File: src/rtl/core/assert_macros.svh
// Assertion macros for the RTL of the sparse tile pattern unit.
// Expects a clock named clk and an active-low reset named rst_n in scope.
`ifndef ASSERT_MACROS_SVH
`define ASSERT_MACROS_SVH

// Check a property at every clock edge outside reset.
`define STP_ASSERT(lbl, prop, msg) \
  lbl: assert property (@(posedge clk) disable iff (!rst_n) (prop)) else $error(msg);

// Check that a condition never holds outside reset.
`define STP_NEVER(lbl, cond, msg) \
  lbl: assert property (@(posedge clk) disable iff (!rst_n) !(cond)) else $error(msg);

`endif

File: src/rtl/core/stp_pkg.sv
// Package of the sparse tile pattern unit: widths, codes, item and result types.
// No dependencies; used by every module of the block.
package stp_pkg;

  localparam int unsigned DW            = 16;
  localparam int unsigned MAX_TILE_COLS = 32;
  localparam int unsigned TCW           = $clog2(MAX_TILE_COLS);
  localparam int unsigned DCW           = $clog2(DW);
  localparam int unsigned QDEPTH        = 2;
  localparam int unsigned QAW           = $clog2(QDEPTH);
  localparam int unsigned ODEPTH        = 4;
  localparam int unsigned OAW           = $clog2(ODEPTH);
  localparam logic [DW:0] NONE17        = {(DW+1){1'b1}};

  typedef enum logic [1:0] {
    REG_TILE_HEIGHT = 2'd0,
    REG_TILE_WIDTH  = 2'd1
  } reg_idx_t;

  typedef enum logic {
    OP_ENTRY  = 1'b0,
    OP_FINISH = 1'b1
  } op_t;

  typedef enum logic [1:0] {
    F_IDLE,
    F_DIV,
    F_PUSH
  } front_st_t;

  typedef enum logic [1:0] {
    B_IDLE,
    B_SCAN,
    B_APPLY
  } back_st_t;

  // Classified item handed from front to back.
  typedef struct packed {
    op_t              op;
    logic [DW-1:0]    row;
    logic [DW-1:0]    col;
    logic [TCW-1:0]   tc;
    logic [DW-1:0]    brs;
    logic [DW-1:0]    col_base;
  } item_t;

  typedef struct packed {
    logic [DW-1:0] tile_row_start;
    logic [DW-1:0] tile_col_start;
    logic [DW-1:0] band_start;
    logic          is_upper;
    logic          last_of_burst;
  } res_t;

  // Handshake between the item queue and its neighbors.
  typedef struct packed {
    logic push;
    logic pop;
  } q_ctl_t;

  typedef struct packed {
    logic full;
    logic valid;
  } q_sts_t;

endpackage

File: src/rtl/core/stp_div.sv
// Iterative restoring divider, one quotient bit per cycle.
// Depends on stp_pkg for the data width.
module stp_div (
  input  logic                     clk,
  input  logic                     rst_n,
  input  logic                     start,
  input  logic [stp_pkg::DW-1:0]   dividend,
  input  logic [stp_pkg::DW-1:0]   divisor,
  output logic                     busy,
  output logic [stp_pkg::DW-1:0]   quo,
  output logic [stp_pkg::DW-1:0]   rem
);

  logic                      busy_r;
  logic [stp_pkg::DCW-1:0]   cnt_r;
  logic [stp_pkg::DW:0]      rem_r;
  logic [stp_pkg::DW-1:0]    quo_r;
  logic [stp_pkg::DW-1:0]    div_r;
  logic [stp_pkg::DW:0]      trial;
  logic                      fits;

  assign trial = {rem_r[stp_pkg::DW-1:0], quo_r[stp_pkg::DW-1]};
  assign fits  = trial >= {1'b0, div_r};

  always_ff @(posedge clk) begin
    if (!rst_n) begin
      busy_r <= 1'b0;
      cnt_r  <= '0;
    end else if (start) begin
      busy_r <= 1'b1;
      cnt_r  <= '0;
    end else if (busy_r) begin
      cnt_r <= cnt_r + 1'b1;
      if (cnt_r == stp_pkg::DCW'(stp_pkg::DW - 1)) begin
        busy_r <= 1'b0;
      end
    end
  end

  always_ff @(posedge clk) begin
    if (start) begin
      rem_r <= '0;
      quo_r <= dividend;
      div_r <= divisor;
    end else if (busy_r) begin
      rem_r <= fits ? (trial - {1'b0, div_r}) : trial;
      quo_r <= {quo_r[stp_pkg::DW-2:0], fits};
    end
  end

  assign busy = busy_r;
  assign quo  = quo_r;
  assign rem  = rem_r[stp_pkg::DW-1:0];

endmodule

File: src/rtl/core/stp_front.sv
// Front end: accepts items, divides row and column by the tile size, drops
// out-of-range columns and pushes classified items. Uses stp_pkg and stp_div.
module stp_front (
  input  logic                    clk,
  input  logic                    rst_n,
  input  logic                    in_push,
  output logic                    in_full,
  input  logic                    in_operation,
  input  logic [stp_pkg::DW-1:0]  in_entry_row,
  input  logic [stp_pkg::DW-1:0]  in_entry_col,
  input  logic [stp_pkg::DW-1:0]  eff_h,
  input  logic [stp_pkg::DW-1:0]  eff_w,
  input  stp_pkg::q_sts_t         q_sts,
  output logic                    q_push,
  output stp_pkg::item_t          q_item
);

  stp_pkg::front_st_t        st_r, st_nxt;
  stp_pkg::item_t            item_r;
  logic                      accept;
  logic                      div_start;
  logic                      col_busy, row_busy;
  logic [stp_pkg::DW-1:0]    col_quo, col_rem, row_quo, row_rem;
  logic                      in_range;

  assign accept    = in_push && (st_r == stp_pkg::F_IDLE);
  assign div_start = accept && (in_operation == stp_pkg::OP_ENTRY);
  assign in_range  = col_quo < stp_pkg::DW'(stp_pkg::MAX_TILE_COLS);

  stp_div u_col_div (
    .clk(clk), .rst_n(rst_n), .start(div_start),
    .dividend(in_entry_col), .divisor(eff_w),
    .busy(col_busy), .quo(col_quo), .rem(col_rem)
  );

  stp_div u_row_div (
    .clk(clk), .rst_n(rst_n), .start(div_start),
    .dividend(in_entry_row), .divisor(eff_h),
    .busy(row_busy), .quo(row_quo), .rem(row_rem)
  );

  always_comb begin
    st_nxt = st_r;
    case (st_r)
      stp_pkg::F_IDLE: begin
        if (accept) begin
          st_nxt = (in_operation == stp_pkg::OP_FINISH) ? stp_pkg::F_PUSH : stp_pkg::F_DIV;
        end
      end
      stp_pkg::F_DIV: begin
        if (!col_busy && !row_busy) begin
          st_nxt = in_range ? stp_pkg::F_PUSH : stp_pkg::F_IDLE;
        end
      end
      stp_pkg::F_PUSH: begin
        if (!q_sts.full) begin
          st_nxt = stp_pkg::F_IDLE;
        end
      end
      default: st_nxt = stp_pkg::F_IDLE;
    endcase
  end

  always_comb begin
    in_full = 1'b1;
    q_push  = 1'b0;
    case (st_r)
      stp_pkg::F_IDLE: in_full = 1'b0;
      stp_pkg::F_PUSH: q_push  = !q_sts.full;
      default: begin
        in_full = 1'b1;
        q_push  = 1'b0;
      end
    endcase
  end

  always_ff @(posedge clk) begin
    if (!rst_n) begin
      st_r <= stp_pkg::F_IDLE;
    end else begin
      st_r <= st_nxt;
    end
  end

  // Capture the raw item, then fill in tile column, block start and column base.
  always_ff @(posedge clk) begin
    if (accept) begin
      item_r.op       <= stp_pkg::op_t'(in_operation);
      item_r.row      <= in_entry_row;
      item_r.col      <= in_entry_col;
      item_r.tc       <= '0;
      item_r.brs      <= '0;
      item_r.col_base <= '0;
    end else if (st_r == stp_pkg::F_DIV && !col_busy && !row_busy) begin
      item_r.tc       <= col_quo[stp_pkg::TCW-1:0];
      item_r.brs      <= item_r.row - row_rem;
      item_r.col_base <= item_r.col - col_rem;
    end
  end

  assign q_item = item_r;

endmodule

File: src/rtl/core/stp_queue.sv
// Short item queue between front and back.
// Depends on stp_pkg for the item type and depth.
module stp_queue (
  input  logic             clk,
  input  logic             rst_n,
  input  stp_pkg::q_ctl_t  ctl,
  input  stp_pkg::item_t   wr_item,
  output stp_pkg::q_sts_t  sts,
  output stp_pkg::item_t   rd_item
);

  stp_pkg::item_t            mem_r [stp_pkg::QDEPTH];
  logic [stp_pkg::QAW-1:0]   wp_r, rp_r;
  logic [stp_pkg::QAW:0]     cnt_r;
  logic                      do_push, do_pop;

  assign do_push = ctl.push && (cnt_r != (stp_pkg::QAW+1)'(stp_pkg::QDEPTH));
  assign do_pop  = ctl.pop && (cnt_r != '0);

  always_ff @(posedge clk) begin
    if (!rst_n) begin
      wp_r  <= '0;
      rp_r  <= '0;
      cnt_r <= '0;
    end else begin
      if (do_push) wp_r <= wp_r + 1'b1;
      if (do_pop)  rp_r <= rp_r + 1'b1;
      cnt_r <= cnt_r + (stp_pkg::QAW+1)'(do_push) - (stp_pkg::QAW+1)'(do_pop);
    end
  end

  always_ff @(posedge clk) begin
    if (do_push) mem_r[wp_r] <= wr_item;
  end

  assign sts.full  = cnt_r == (stp_pkg::QAW+1)'(stp_pkg::QDEPTH);
  assign sts.valid = cnt_r != '0;
  assign rd_item   = mem_r[rp_r];

endmodule

File: src/rtl/core/stp_back.sv
// Back end: holds the tile pattern state, scans active tile columns at block
// close into a result queue, then applies the item. Uses stp_pkg and the macros.
`include "assert_macros.svh"

module stp_back (
  input  logic                    clk,
  input  logic                    rst_n,
  input  logic [stp_pkg::DW-1:0]  eff_w,
  input  stp_pkg::q_sts_t         q_sts,
  input  stp_pkg::item_t          q_item,
  output logic                    q_pop,
  input  logic                    out_pop,
  output logic                    out_empty,
  output stp_pkg::res_t           out_res
);

  localparam int unsigned N = stp_pkg::MAX_TILE_COLS;
  localparam int unsigned W = stp_pkg::DW;

  stp_pkg::back_st_t      st_r, st_nxt;
  logic [N-1:0]           active_map_r;
  logic [N-1:0]           rem_map_r;
  logic [W-1:0]           block_row_start_r;
  logic [W:0]             block_min_r;
  logic [W-1:0]           block_min_base_r;
  logic [W:0]             prev_row_r;
  logic [W:0]             first_row_r [N];
  logic [stp_pkg::TCW-1:0] c_r;
  logic [W-1:0]           col_acc_r;

  stp_pkg::res_t          ofifo_r [stp_pkg::ODEPTH];
  logic [stp_pkg::OAW-1:0] owp_r, orp_r;
  logic [stp_pkg::OAW:0]  ocnt_r;
  logic                   ofull, opush, opop;

  logic                   need_close;
  logic                   scan_done;
  logic                   cur_bit;
  logic [N-1:0]           rem_cleared;
  logic                   do_apply;
  logic                   is_entry;
  logic [W-1:0]           base;
  logic [W-1:0]           band;
  stp_pkg::res_t          res;

  assign is_entry   = q_item.op == stp_pkg::OP_ENTRY;
  assign need_close = !is_entry ||
                      (prev_row_r != stp_pkg::NONE17 && q_item.brs != block_row_start_r);
  assign scan_done  = rem_map_r == '0;
  assign cur_bit    = rem_map_r[c_r];
  assign rem_cleared = rem_map_r & ~(N'(1) << c_r);
  assign ofull      = ocnt_r == (stp_pkg::OAW+1)'(stp_pkg::ODEPTH);
  assign opush      = (st_r == stp_pkg::B_SCAN) && !scan_done && cur_bit && !ofull;
  assign opop       = out_pop && (ocnt_r != '0);
  assign do_apply   = st_r == stp_pkg::B_APPLY;

  // Band start: block base, lowered, for tile columns other than column 0, to the column's first active block.
  always_comb begin
    base = (block_min_r != stp_pkg::NONE17) ? block_min_base_r : '0;
    band = base;
    if (c_r != '0 && first_row_r[c_r] < {1'b0, base}) begin
      band = first_row_r[c_r][W-1:0];
    end
    res.tile_row_start = block_row_start_r;
    res.tile_col_start = col_acc_r;
    res.band_start     = band;
    res.is_upper       = block_row_start_r <= col_acc_r;
    res.last_of_burst  = rem_cleared == '0;
  end

  always_comb begin
    st_nxt = st_r;
    case (st_r)
      stp_pkg::B_IDLE: begin
        if (q_sts.valid) begin
          st_nxt = need_close ? stp_pkg::B_SCAN : stp_pkg::B_APPLY;
        end
      end
      stp_pkg::B_SCAN: begin
        if (scan_done) st_nxt = stp_pkg::B_APPLY;
      end
      stp_pkg::B_APPLY: st_nxt = stp_pkg::B_IDLE;
      default:          st_nxt = stp_pkg::B_IDLE;
    endcase
  end

  always_comb begin
    q_pop = 1'b0;
    case (st_r)
      stp_pkg::B_APPLY: q_pop = 1'b1;
      default:          q_pop = 1'b0;
    endcase
  end

  always_ff @(posedge clk) begin
    if (!rst_n) begin
      st_r <= stp_pkg::B_IDLE;
    end else begin
      st_r <= st_nxt;
    end
  end

  // Scan cursor: load on entry to the scan, advance past idle or emitted columns.
  always_ff @(posedge clk) begin
    if (st_r == stp_pkg::B_IDLE) begin
      rem_map_r <= active_map_r;
      c_r       <= '0;
      col_acc_r <= '0;
    end else if (st_r == stp_pkg::B_SCAN && !scan_done && (!cur_bit || !ofull)) begin
      rem_map_r <= rem_cleared;
      c_r       <= c_r + 1'b1;
      col_acc_r <= col_acc_r + eff_w;
    end
  end

  always_ff @(posedge clk) begin
    if (!rst_n) begin
      active_map_r      <= '0;
      block_row_start_r <= '0;
      block_min_r       <= stp_pkg::NONE17;
      prev_row_r        <= stp_pkg::NONE17;
    end else if (st_r == stp_pkg::B_SCAN && scan_done) begin
      active_map_r <= '0;
      block_min_r  <= stp_pkg::NONE17;
    end else if (do_apply) begin
      if (!is_entry) begin
        active_map_r      <= '0;
        block_row_start_r <= '0;
        block_min_r       <= stp_pkg::NONE17;
        prev_row_r        <= stp_pkg::NONE17;
      end else begin
        block_row_start_r <= q_item.brs;
        if ({1'b0, q_item.row} != prev_row_r) begin
          prev_row_r <= {1'b0, q_item.row};
          if ({1'b0, q_item.col} < block_min_r) begin
            block_min_r <= {1'b0, q_item.col};
          end
        end
        if (q_item.col != q_item.row) begin
          active_map_r <= active_map_r | (N'(1) << q_item.tc);
        end
      end
    end
  end

  always_ff @(posedge clk) begin
    if (do_apply && is_entry && {1'b0, q_item.row} != prev_row_r &&
        {1'b0, q_item.col} < block_min_r) begin
      block_min_base_r <= q_item.col_base;
    end
  end

  // First active block per tile column: each entry compares its own slot.
  always_ff @(posedge clk) begin
    for (int i = 0; i < N; i++) begin
      if (!rst_n || (do_apply && !is_entry)) begin
        first_row_r[i] <= stp_pkg::NONE17;
      end else if (do_apply && q_item.col != q_item.row &&
                   q_item.tc == stp_pkg::TCW'(i) && {1'b0, q_item.brs} < first_row_r[i]) begin
        first_row_r[i] <= {1'b0, q_item.brs};
      end
    end
  end

  // Result queue.
  always_ff @(posedge clk) begin
    if (!rst_n) begin
      owp_r  <= '0;
      orp_r  <= '0;
      ocnt_r <= '0;
    end else begin
      if (opush) owp_r <= owp_r + 1'b1;
      if (opop)  orp_r <= orp_r + 1'b1;
      ocnt_r <= ocnt_r + (stp_pkg::OAW+1)'(opush) - (stp_pkg::OAW+1)'(opop);
    end
  end

  always_ff @(posedge clk) begin
    if (opush) ofifo_r[owp_r] <= res;
  end

  assign out_empty = ocnt_r == '0;
  assign out_res   = ofifo_r[orp_r];

  `STP_ASSERT(a_scan_has_item, (st_r == stp_pkg::B_SCAN) |-> q_sts.valid, "scan without item")
  `STP_NEVER(a_ofifo_ovf, opush && ofull, "result queue overflow")
  `STP_ASSERT(a_close_clears, (st_r == stp_pkg::B_SCAN && scan_done) |=> (active_map_r == '0), "map not cleared at close")

endmodule

File: src/rtl/core/sparse_tile_pattern_lower_upper_unit.sv
// Sparse tile pattern unit, lower/upper split: top level.
// Front: a nonzero is accepted, divided by the bit-serial dividers and then pushed to the queue.
// No new item is taken until the last is pushed or dropped; row and column each have their own serial divider.
// At a block close the back scans the tile columns up to the last active one,
// and a full result queue stalls the scan.
// Reset: synchronous active-low rst_n; registers return to 32, all pattern state clears.
module sparse_tile_pattern_lower_upper_unit (
  input  logic                    clk,
  input  logic                    rst_n,
  input  logic                    in_push,
  output logic                    in_full,
  input  logic                    in_operation,
  input  logic [stp_pkg::DW-1:0]  in_entry_row,
  input  logic [stp_pkg::DW-1:0]  in_entry_col,
  output logic                    out_empty,
  input  logic                    out_pop,
  output logic [stp_pkg::DW-1:0]  out_tile_row_start,
  output logic [stp_pkg::DW-1:0]  out_tile_col_start,
  output logic [stp_pkg::DW-1:0]  out_band_start,
  output logic                    out_is_upper,
  output logic                    out_last_of_burst,
  input  logic                    cfg_valid,
  output logic                    cfg_ready,
  input  logic [1:0]              cfg_index,
  input  logic [stp_pkg::DW-1:0]  cfg_data
);

  logic [stp_pkg::DW-1:0] tile_height_r;
  logic [stp_pkg::DW-1:0] tile_width_r;
  logic [stp_pkg::DW-1:0] eff_h, eff_w;
  stp_pkg::q_ctl_t        q_ctl;
  stp_pkg::q_sts_t        q_sts;
  stp_pkg::item_t         f_item, b_item;
  stp_pkg::res_t          res;

  // Configuration writes are always taken; unknown indexes are dropped.
  assign cfg_ready = 1'b1;

  always_ff @(posedge clk) begin
    if (!rst_n) begin
      tile_height_r <= stp_pkg::DW'(32);
      tile_width_r  <= stp_pkg::DW'(32);
    end else if (cfg_valid) begin
      case (stp_pkg::reg_idx_t'(cfg_index))
        stp_pkg::REG_TILE_HEIGHT: tile_height_r <= cfg_data;
        stp_pkg::REG_TILE_WIDTH:  tile_width_r  <= cfg_data;
        default: ;
      endcase
    end
  end

  // A zero tile size acts as one.
  assign eff_h = (tile_height_r == '0) ? stp_pkg::DW'(1) : tile_height_r;
  assign eff_w = (tile_width_r == '0)  ? stp_pkg::DW'(1) : tile_width_r;

  // Front: accept, divide, classify.
  stp_front u_front (
    .clk(clk), .rst_n(rst_n),
    .in_push(in_push), .in_full(in_full),
    .in_operation(in_operation), .in_entry_row(in_entry_row), .in_entry_col(in_entry_col),
    .eff_h(eff_h), .eff_w(eff_w),
    .q_sts(q_sts), .q_push(q_ctl.push), .q_item(f_item)
  );

  // Decouple front and back.
  stp_queue u_queue (
    .clk(clk), .rst_n(rst_n),
    .ctl(q_ctl), .wr_item(f_item), .sts(q_sts), .rd_item(b_item)
  );

  // Back: hold pattern state, emit tiles at block close.
  stp_back u_back (
    .clk(clk), .rst_n(rst_n), .eff_w(eff_w),
    .q_sts(q_sts), .q_item(b_item), .q_pop(q_ctl.pop),
    .out_pop(out_pop), .out_empty(out_empty), .out_res(res)
  );

  assign out_tile_row_start = res.tile_row_start;
  assign out_tile_col_start = res.tile_col_start;
  assign out_band_start     = res.band_start;
  assign out_is_upper       = res.is_upper;
  assign out_last_of_burst  = res.last_of_burst;

endmodule
File: config.mk
export PLATFORM = sky130hd
export DESIGN_NAME = sparse_tile_pattern_lower_upper_unit
export DESIGN_NICKNAME = d
export VERILOG_FILES = /design/src/rtl/core/stp_pkg.sv /design/src/rtl/core/stp_div.sv /design/src/rtl/core/stp_front.sv /design/src/rtl/core/stp_queue.sv /design/src/rtl/core/stp_back.sv /design/src/rtl/core/sparse_tile_pattern_lower_upper_unit.sv
export VERILOG_INCLUDE_DIRS = /design/src /design/src/rtl/core
export SDC_FILE = /design/constraint.sdc
export NUM_CORES = 2
export LEC_CHECK = 0
export BUFFER_PORTS_ARGS = -buffer_cell sky130_fd_sc_hd__buf_2
export CAP_MARGIN = 20
export CELL_PAD_IN_SITES_DETAIL_PLACEMENT = 0
export CELL_PAD_IN_SITES_GLOBAL_PLACEMENT = 1
export CORE_MARGIN = 2
export CORE_UTILIZATION = 50
export DETAILED_ROUTE_END_ITERATION = 12
export PLACE_DENSITY = 0.87
export SLEW_MARGIN = 40
export SYNTH_ARGS = -nofsm -noshare
export SYNTH_HDL_FRONTEND = slang
export SYNTH_HIERARCHICAL = 1
export SYNTH_SLANG_ARGS = --single-unit
File: constraint.sdc
create_clock -name clk -period 9.8 [get_ports clk]
set_input_delay 1.47 -clock clk [delete_from_list [all_inputs] [get_ports clk]]
set_output_delay 1.47 -clock clk [all_outputs]
set_load 0.02 [all_outputs]
# ---- After elaboration in Yosys (flattened, before gate mapping)
# Memories as Yosys holds them, arrays and structs flattened. A register that Yosys moved wholly into a read port is not among the register bits.
# Index checks and enable logic that the tools add are counted.
dict set report word_totals {
  reg_bits 374
  ram_bits 884
  elab_cells 486
  memories 3
}
# name depth width read_ports rd_clocked_by_memory_dff write_ports line
set mem_list {}
lappend mem_list {u_back.first_row_r 32 17 33 1 32 stp_back.sv:27} ;# logic [W:0] first_row_r [N];
lappend mem_list {u_back.ofifo_r 4 50 1 1 1 stp_back.sv:31} ;# stp_pkg::res_t ofifo_r [stp_pkg::ODEPTH];
lappend mem_list {u_queue.mem_r 2 70 1 1 1 stp_queue.sv:12} ;# stp_pkg::item_t mem_r [stp_pkg::QDEPTH];
dict set report op_classes {
  n_addsub 16
  order_cmp 39
  n_eq_ne 51
  shift 2
  muxes 180
  bitwise_logic 39
  n_reduce_logical 122
}
# operator n
set ops {}
lappend ops {{two-way mux 17 bit} 37}
lappend ops {{< comparator 16 x 17 -> 1 bit} 33}
lappend ops {{two-way mux 16 bit} 10}
lappend ops {{two-way mux 32 bit} 4}
lappend ops {{two-way mux 1 bit} 114}
lappend ops {{logical AND 1 bit} 84}
lappend ops {{equality test 5 bit, second input constant} 16}
lappend ops {{zero test 32 bit} 2}
lappend ops {{<< shifter 1 x 5 -> 32 bit, first input constant} 2}
lappend ops {{subtractor 16 bit} 4}
lappend ops {{equality test 5 x 4 -> 1 bit, second input constant} 8}
lappend ops {{greater-or-equal comparator 17 x 16 -> 1 bit} 2}
lappend ops {{!= test 17 bit, second input constant} 2}
lappend ops {{bitwise AND 32 bit} 1}
lappend ops {{zero test 16 bit} 2}
lappend ops {{!= test 16 bit} 2}
lappend ops {{inverter 32 bit} 1}
lappend ops {{OR 1 bit} 32}
lappend ops {{OR 32 bit} 1}
lappend ops {{equality test 5 x 3 -> 1 bit, second input constant} 4}
lappend ops {{two-way mux 2 bit} 10}
lappend ops {{< comparator 17 x 16 -> 1 bit} 1}
lappend ops {{!= test 16 x 17 -> 1 bit} 1}
lappend ops {{adder 16 bit} 1}
lappend ops {{35 further kinds} 75}

# ---- Depth between registers and ports, before layout
dict set report depth {
  word_depth 8
  ltp_mapped 18
}

# ---- Cells and area by module
# Netlist, hierarchy kept.
# mod n_inst cells_each area_each_um2 seq_area_each_um2
set by_module_without_submodules {}
lappend by_module_without_submodules {stp_back 1 4497 52257.6 26155.1}
lappend by_module_without_submodules {stp_div 2 278 2965.3 1381.3}
lappend by_module_without_submodules {stp_queue 1 245 5642.9 4304.1}
lappend by_module_without_submodules {stp_front 1 424 3957.5 1771.7}
lappend by_module_without_submodules {sparse_tile_pattern_lower_upper_unit 1 183 1426.4 640.6}

# ---- Least setup slack after synthesis
# No wires, ideal clock.
dict set report synth_path {
  path_kind {flip-flop to flip-flop}
  start {register with a tool-made name}
  end {memory u_back/ofifo_r[0][17] (netlist name), data pin}
  t_arrival_ns 4.459
  required_ns 9.515
  slack_ns 5.056
  path_stages_with_launch 18
  n_path_buf 5
  path_cell_list {dfxtp_1 buf_2 buf_2 clkbuf_1 buf_1 mux4_2 mux4_2 mux2_2 ha_1 a21o_1 a21o_1 a21oi_1 nor2_1 a211oi_1 o211ai_1 a31oi_4 buf_6 o21ai_0}
}
# element line
set synth_lines {}
lappend synth_lines {{end, declared} stp_back.sv:31}

==> impl_results.md <==
* Fraction of the mapped netlist area in compound gates at 9.49%
* Avg WL per Cell at 25.7 um
* Post-Synth Adder-Cell Area at between 10% and 20%
* Max-cap violations at 0
* PostCTS Resize Cnt at 0
* Rows at 136
* Mapped Area at about 70000 um2
* Crit path depth at 13
* Slew @ Worst Pin at ~0.86 ns
* Buffers on Ports at between 100 and 150
* Die Wd at 376 um
* Max-slew headroom at 42.9%
* Clock sink total at roughly 1300
* Worst reg2reg endpoint: u_back/first_row_r[16][7]
* Outcome: complete, no violations
* Antenna violations before repair at 21
* Worst path bufs/invs at 3
* Worst min path class: flip-flop to flip-flop
* PD cells at between 150 and 200 nW/um2
* Clk_lat worst skew at roughly 0.80 ns
* Nets at about 6700
* Final hold violations at 0
* Largest family of logic cells by synthesized area: adder cells
* Final period utilization at a little under three fifths
* Total grt overflow at 0
* Critical Path Fanout Max at 46
* Layout Skew at 0.0354 ns
* Num CTS Buffers at approximately 140
* DRC at 0
* Sw Pwr at 3.80 mW
* Final Critical Period at around 5.4 ns
* Total GRT Usage at between 20% and 30%
* Layout area overhead at 11.1%
* Final setup vio count at 0
* Post-synth top area cell: edfxtp_1
* Maximum vdd drop at 0.134 mV
* Seq/Total Area, Yosys at between 50 and 60%
* Worst-path cell chain: buf_6 -> mux2_4 -> buf_4 -> ha_1 -> a21o_1 -> a21o_1 -> a21oi_1 -> o21ai_0 -> a2111oi_0 -> o31ai_1 -> a2111oi_2 -> buf_4 -> nand2b_1
* Flop pwr share at approximately 45%
* Syn Nets at 6586
* Kind of critical path: flip-flop to flip-flop
* Pint at around 10 mW
* Post-synthesis async set-or-reset flop share at 0%
* Die area at 141000 um2
* Mux share of post-synthesis cell area at a little over a tenth
* Number of flops mapped to enable cells by yosys at between 1000 and 1500
* Leakage power at 31.7 nW
* Worst Slack Setup Final at around 4.4 ns
* CTS Buffer Depth at 3
* Pre-CTS setup slack at a little over 4 ns
* Ranking of synthesized cells by area: edfxtp_1, ha_1, mux4_2, dfxtp_1, nand2_1
* CP Capture Type: flip-flop
* Htree depth at 4
* Clock power share at ~40%
* RSZ-0062 raised after global routing: no
* Worst r2r path cells at 13
* Gpl congestion at approximately 0.94
* Slew Limit Fails at 0
* Xor/xnor share of the synthesized area at ~1.5%
* Top cell type's share of synthesized area at about 45%
* Logic pwr share at ~16%
* Max Fclk at roughly 180 MHz
* CP Launch Type: flip-flop
* Hold_buf cts at 0
* Largest net degree at the start of global routing at roughly 140
* Sw Ratio at approximately 28%
* Synth cell types at 97
* Crit path arrival time at just under 6 ns
* Worst EP required at about 10 ns
* Clock root cell: clkbuf_16
* Top Ports at about 110
* Slowest CP cell: dfxtp_4
* Die height at about 380 um
* Core area at 137000 um2
* Synth warn at 6
* Final TNS setup at 0 ns
* Main flop type after synthesis: edfxtp_1
* Simple-Gate Fraction of Synth Area at between 10% and 20%
* TritonCTS clock tree: built
* Vias in the first global route at approximately 47000
* WL final at approximately 200000 um
* DRT iter0 DRCs at a little over 6000
* DR vias at between 40000 and 50000
* Post-synthesis register bit count at roughly 1300
* DP HPWL at 143000 um
* CP max stage delay at about 0.66 ns
* Syn Inst Count at 5905
* Antenna-violating nets left at 0
* Drt pass-1 iters at 6
* Clock-pin slew on the worst setup and hold paths at approximately 0.060 ns
* Syn_area_per_cell at about 12 um2
* First-pass GRT wire length at between 300000 and 400000 um
* Initial core utilization at between 50% and 60%
* Post-CTS setup repair buffer count at 0
* Vias per cell at roughly 6.1
* Setup crit end: u_back/first_row_r[16][7]
* Layout cells sized above 1 at between 10% and 20%
* R2R Setup Slk at roughly 4.4 ns
* Delay-heaviest family, CP: compound AO/OA/AOI/OAI gates
-- through the flow --
step	hold WS, ns	power [mW]	instances	util [%]	area (um2)
CTS	0.445	13.8	7892	55.8	76700
global placement	0.430	8.35	7629	52.2	71700
global route	0.466	14.2	7896	55.9	76900
detailed placement	0.439	8.39	7638	52.3	72000
floorplan	0.420	7.67	5905	-	69200
finish	0.448	13.7	7902	55.9	76900
-- cell type report --
cell class	instances	area [um2]
antenna	6	15.0
clock buffer	180	3720
clock inverter	74	1030
fill	11152	60600
inverter	617	2320
multi-input combinational	3742	30300
sequential	1266	35700
tap	1794	2240
timing repair buffer	223	1600
-- flip-flops by register name, indices dropped and copies added, names as in the netlist, 17 cells and up, named ones only --
signal               count
u_front/q_item          70
u_queue/mem_r          140
u_back/block_min_r      17
u_back/prev_row_r       17
u_back/ofifo_r         200
u_back/rem_map_r        32
u_back/first_row_r     544
u_back/active_map_r     32
-- kinds of logic (layout without fill, tap and decap cells) --
| family | after synthesis | count (layout) |
|---|---|---|
| xor+xnor | 120 | 120 |
| compound gates | 1011 | 1011 |
| flops | 1266 | 1266 |
| mux | 410 | 410 |
| buf+inv | 897 | 1094 |
| fa+ha+maj | 625 | 625 |
| other cells | 1 | 7 |
| simple gates | 1575 | 1575 |
-- per-layer routing --
metal	up-vias	part of all wire, %	global-route usage (%)
li1	21508	-	-
met1	23948	41	39.7
met2	2558	45	44.4
met3	517	10	5.82
met4	22	4.0	10.5
met5	-	0.075	0
-- worst min path at each step --
| stage | from | to | cells after the start |
|---|---|---|---|
| 3_3_place_gp | u_front/q_item[4] | u_queue/mem_r[1][4] | 0 |
| 3_5_place_dp | u_front/q_item[3] | u_queue/mem_r[1][3] | 0 |
| 4_1_cts | u_front/q_item[7] | u_queue/mem_r[0][7] | 0 |
| 5_1_grt | u_front/q_item[6] | u_queue/mem_r[1][6] | 0 |
| 2_1_floorplan | u_front/q_item[11] | u_queue/mem_r[0][11] | 0 |
| 6_report | u_front/q_item[7] | u_queue/mem_r[1][7] | 0 |
-- placed cells by master (no fill, tap or decap), drive strengths merged, types with 52 or more instances in the layout --
master / netlist / layout
a21boi: 52 / 52
a21o: 202 / 202
a21oi: 276 / 276
buf: 68 / 223
clkbuf: 212 / 180
dfxtp: 238 / 238
edfxtp: 1028 / 1028
ha: 619 / 619
inv: 614 / 619
mux2: 120 / 120
mux2i: 69 / 69
mux4: 221 / 221
nand2: 863 / 863
nand2b: 107 / 107
nand3: 57 / 57
nand4: 54 / 54
nor2: 248 / 248
o21ai: 246 / 246
xnor2: 60 / 60
xor2: 60 / 60
-- power by group through the flow --
stage | sequential (mW) | combinational, mW | clock, mW
final | 6.19 | 2.13 | 5.43
after detailed placement | 6.30 | 2.09 | 0
after global placement | 6.29 | 2.06 | 0
after CTS | 6.19 | 2.11 | 5.49
after global routing | 6.21 | 2.29 | 5.69
after floorplan | 6.20 | 1.47 | 0
-- Yosys cell counts, types with 40 or more instances --
master / instances
a211oi_1: 44
a21boi_0: 40
a21o_1: 202
a21oi_1: 276
clkbuf_1: 211
dfxtp_1: 238
edfxtp_1: 1028
ha_1: 619
inv_1: 614
mux2_2: 49
mux2_4: 71
mux2i_1: 69
mux4_2: 217
nand2_1: 862
nand2b_1: 107
nand3_1: 57
nand4_1: 54
nor2_1: 248
nor2b_1: 40
nor3_1: 45
nor4_1: 40
o21ai_0: 222
xnor2_1: 60
xor2_1: 60
No activity file was read; power rests on OpenSTA's default activity.
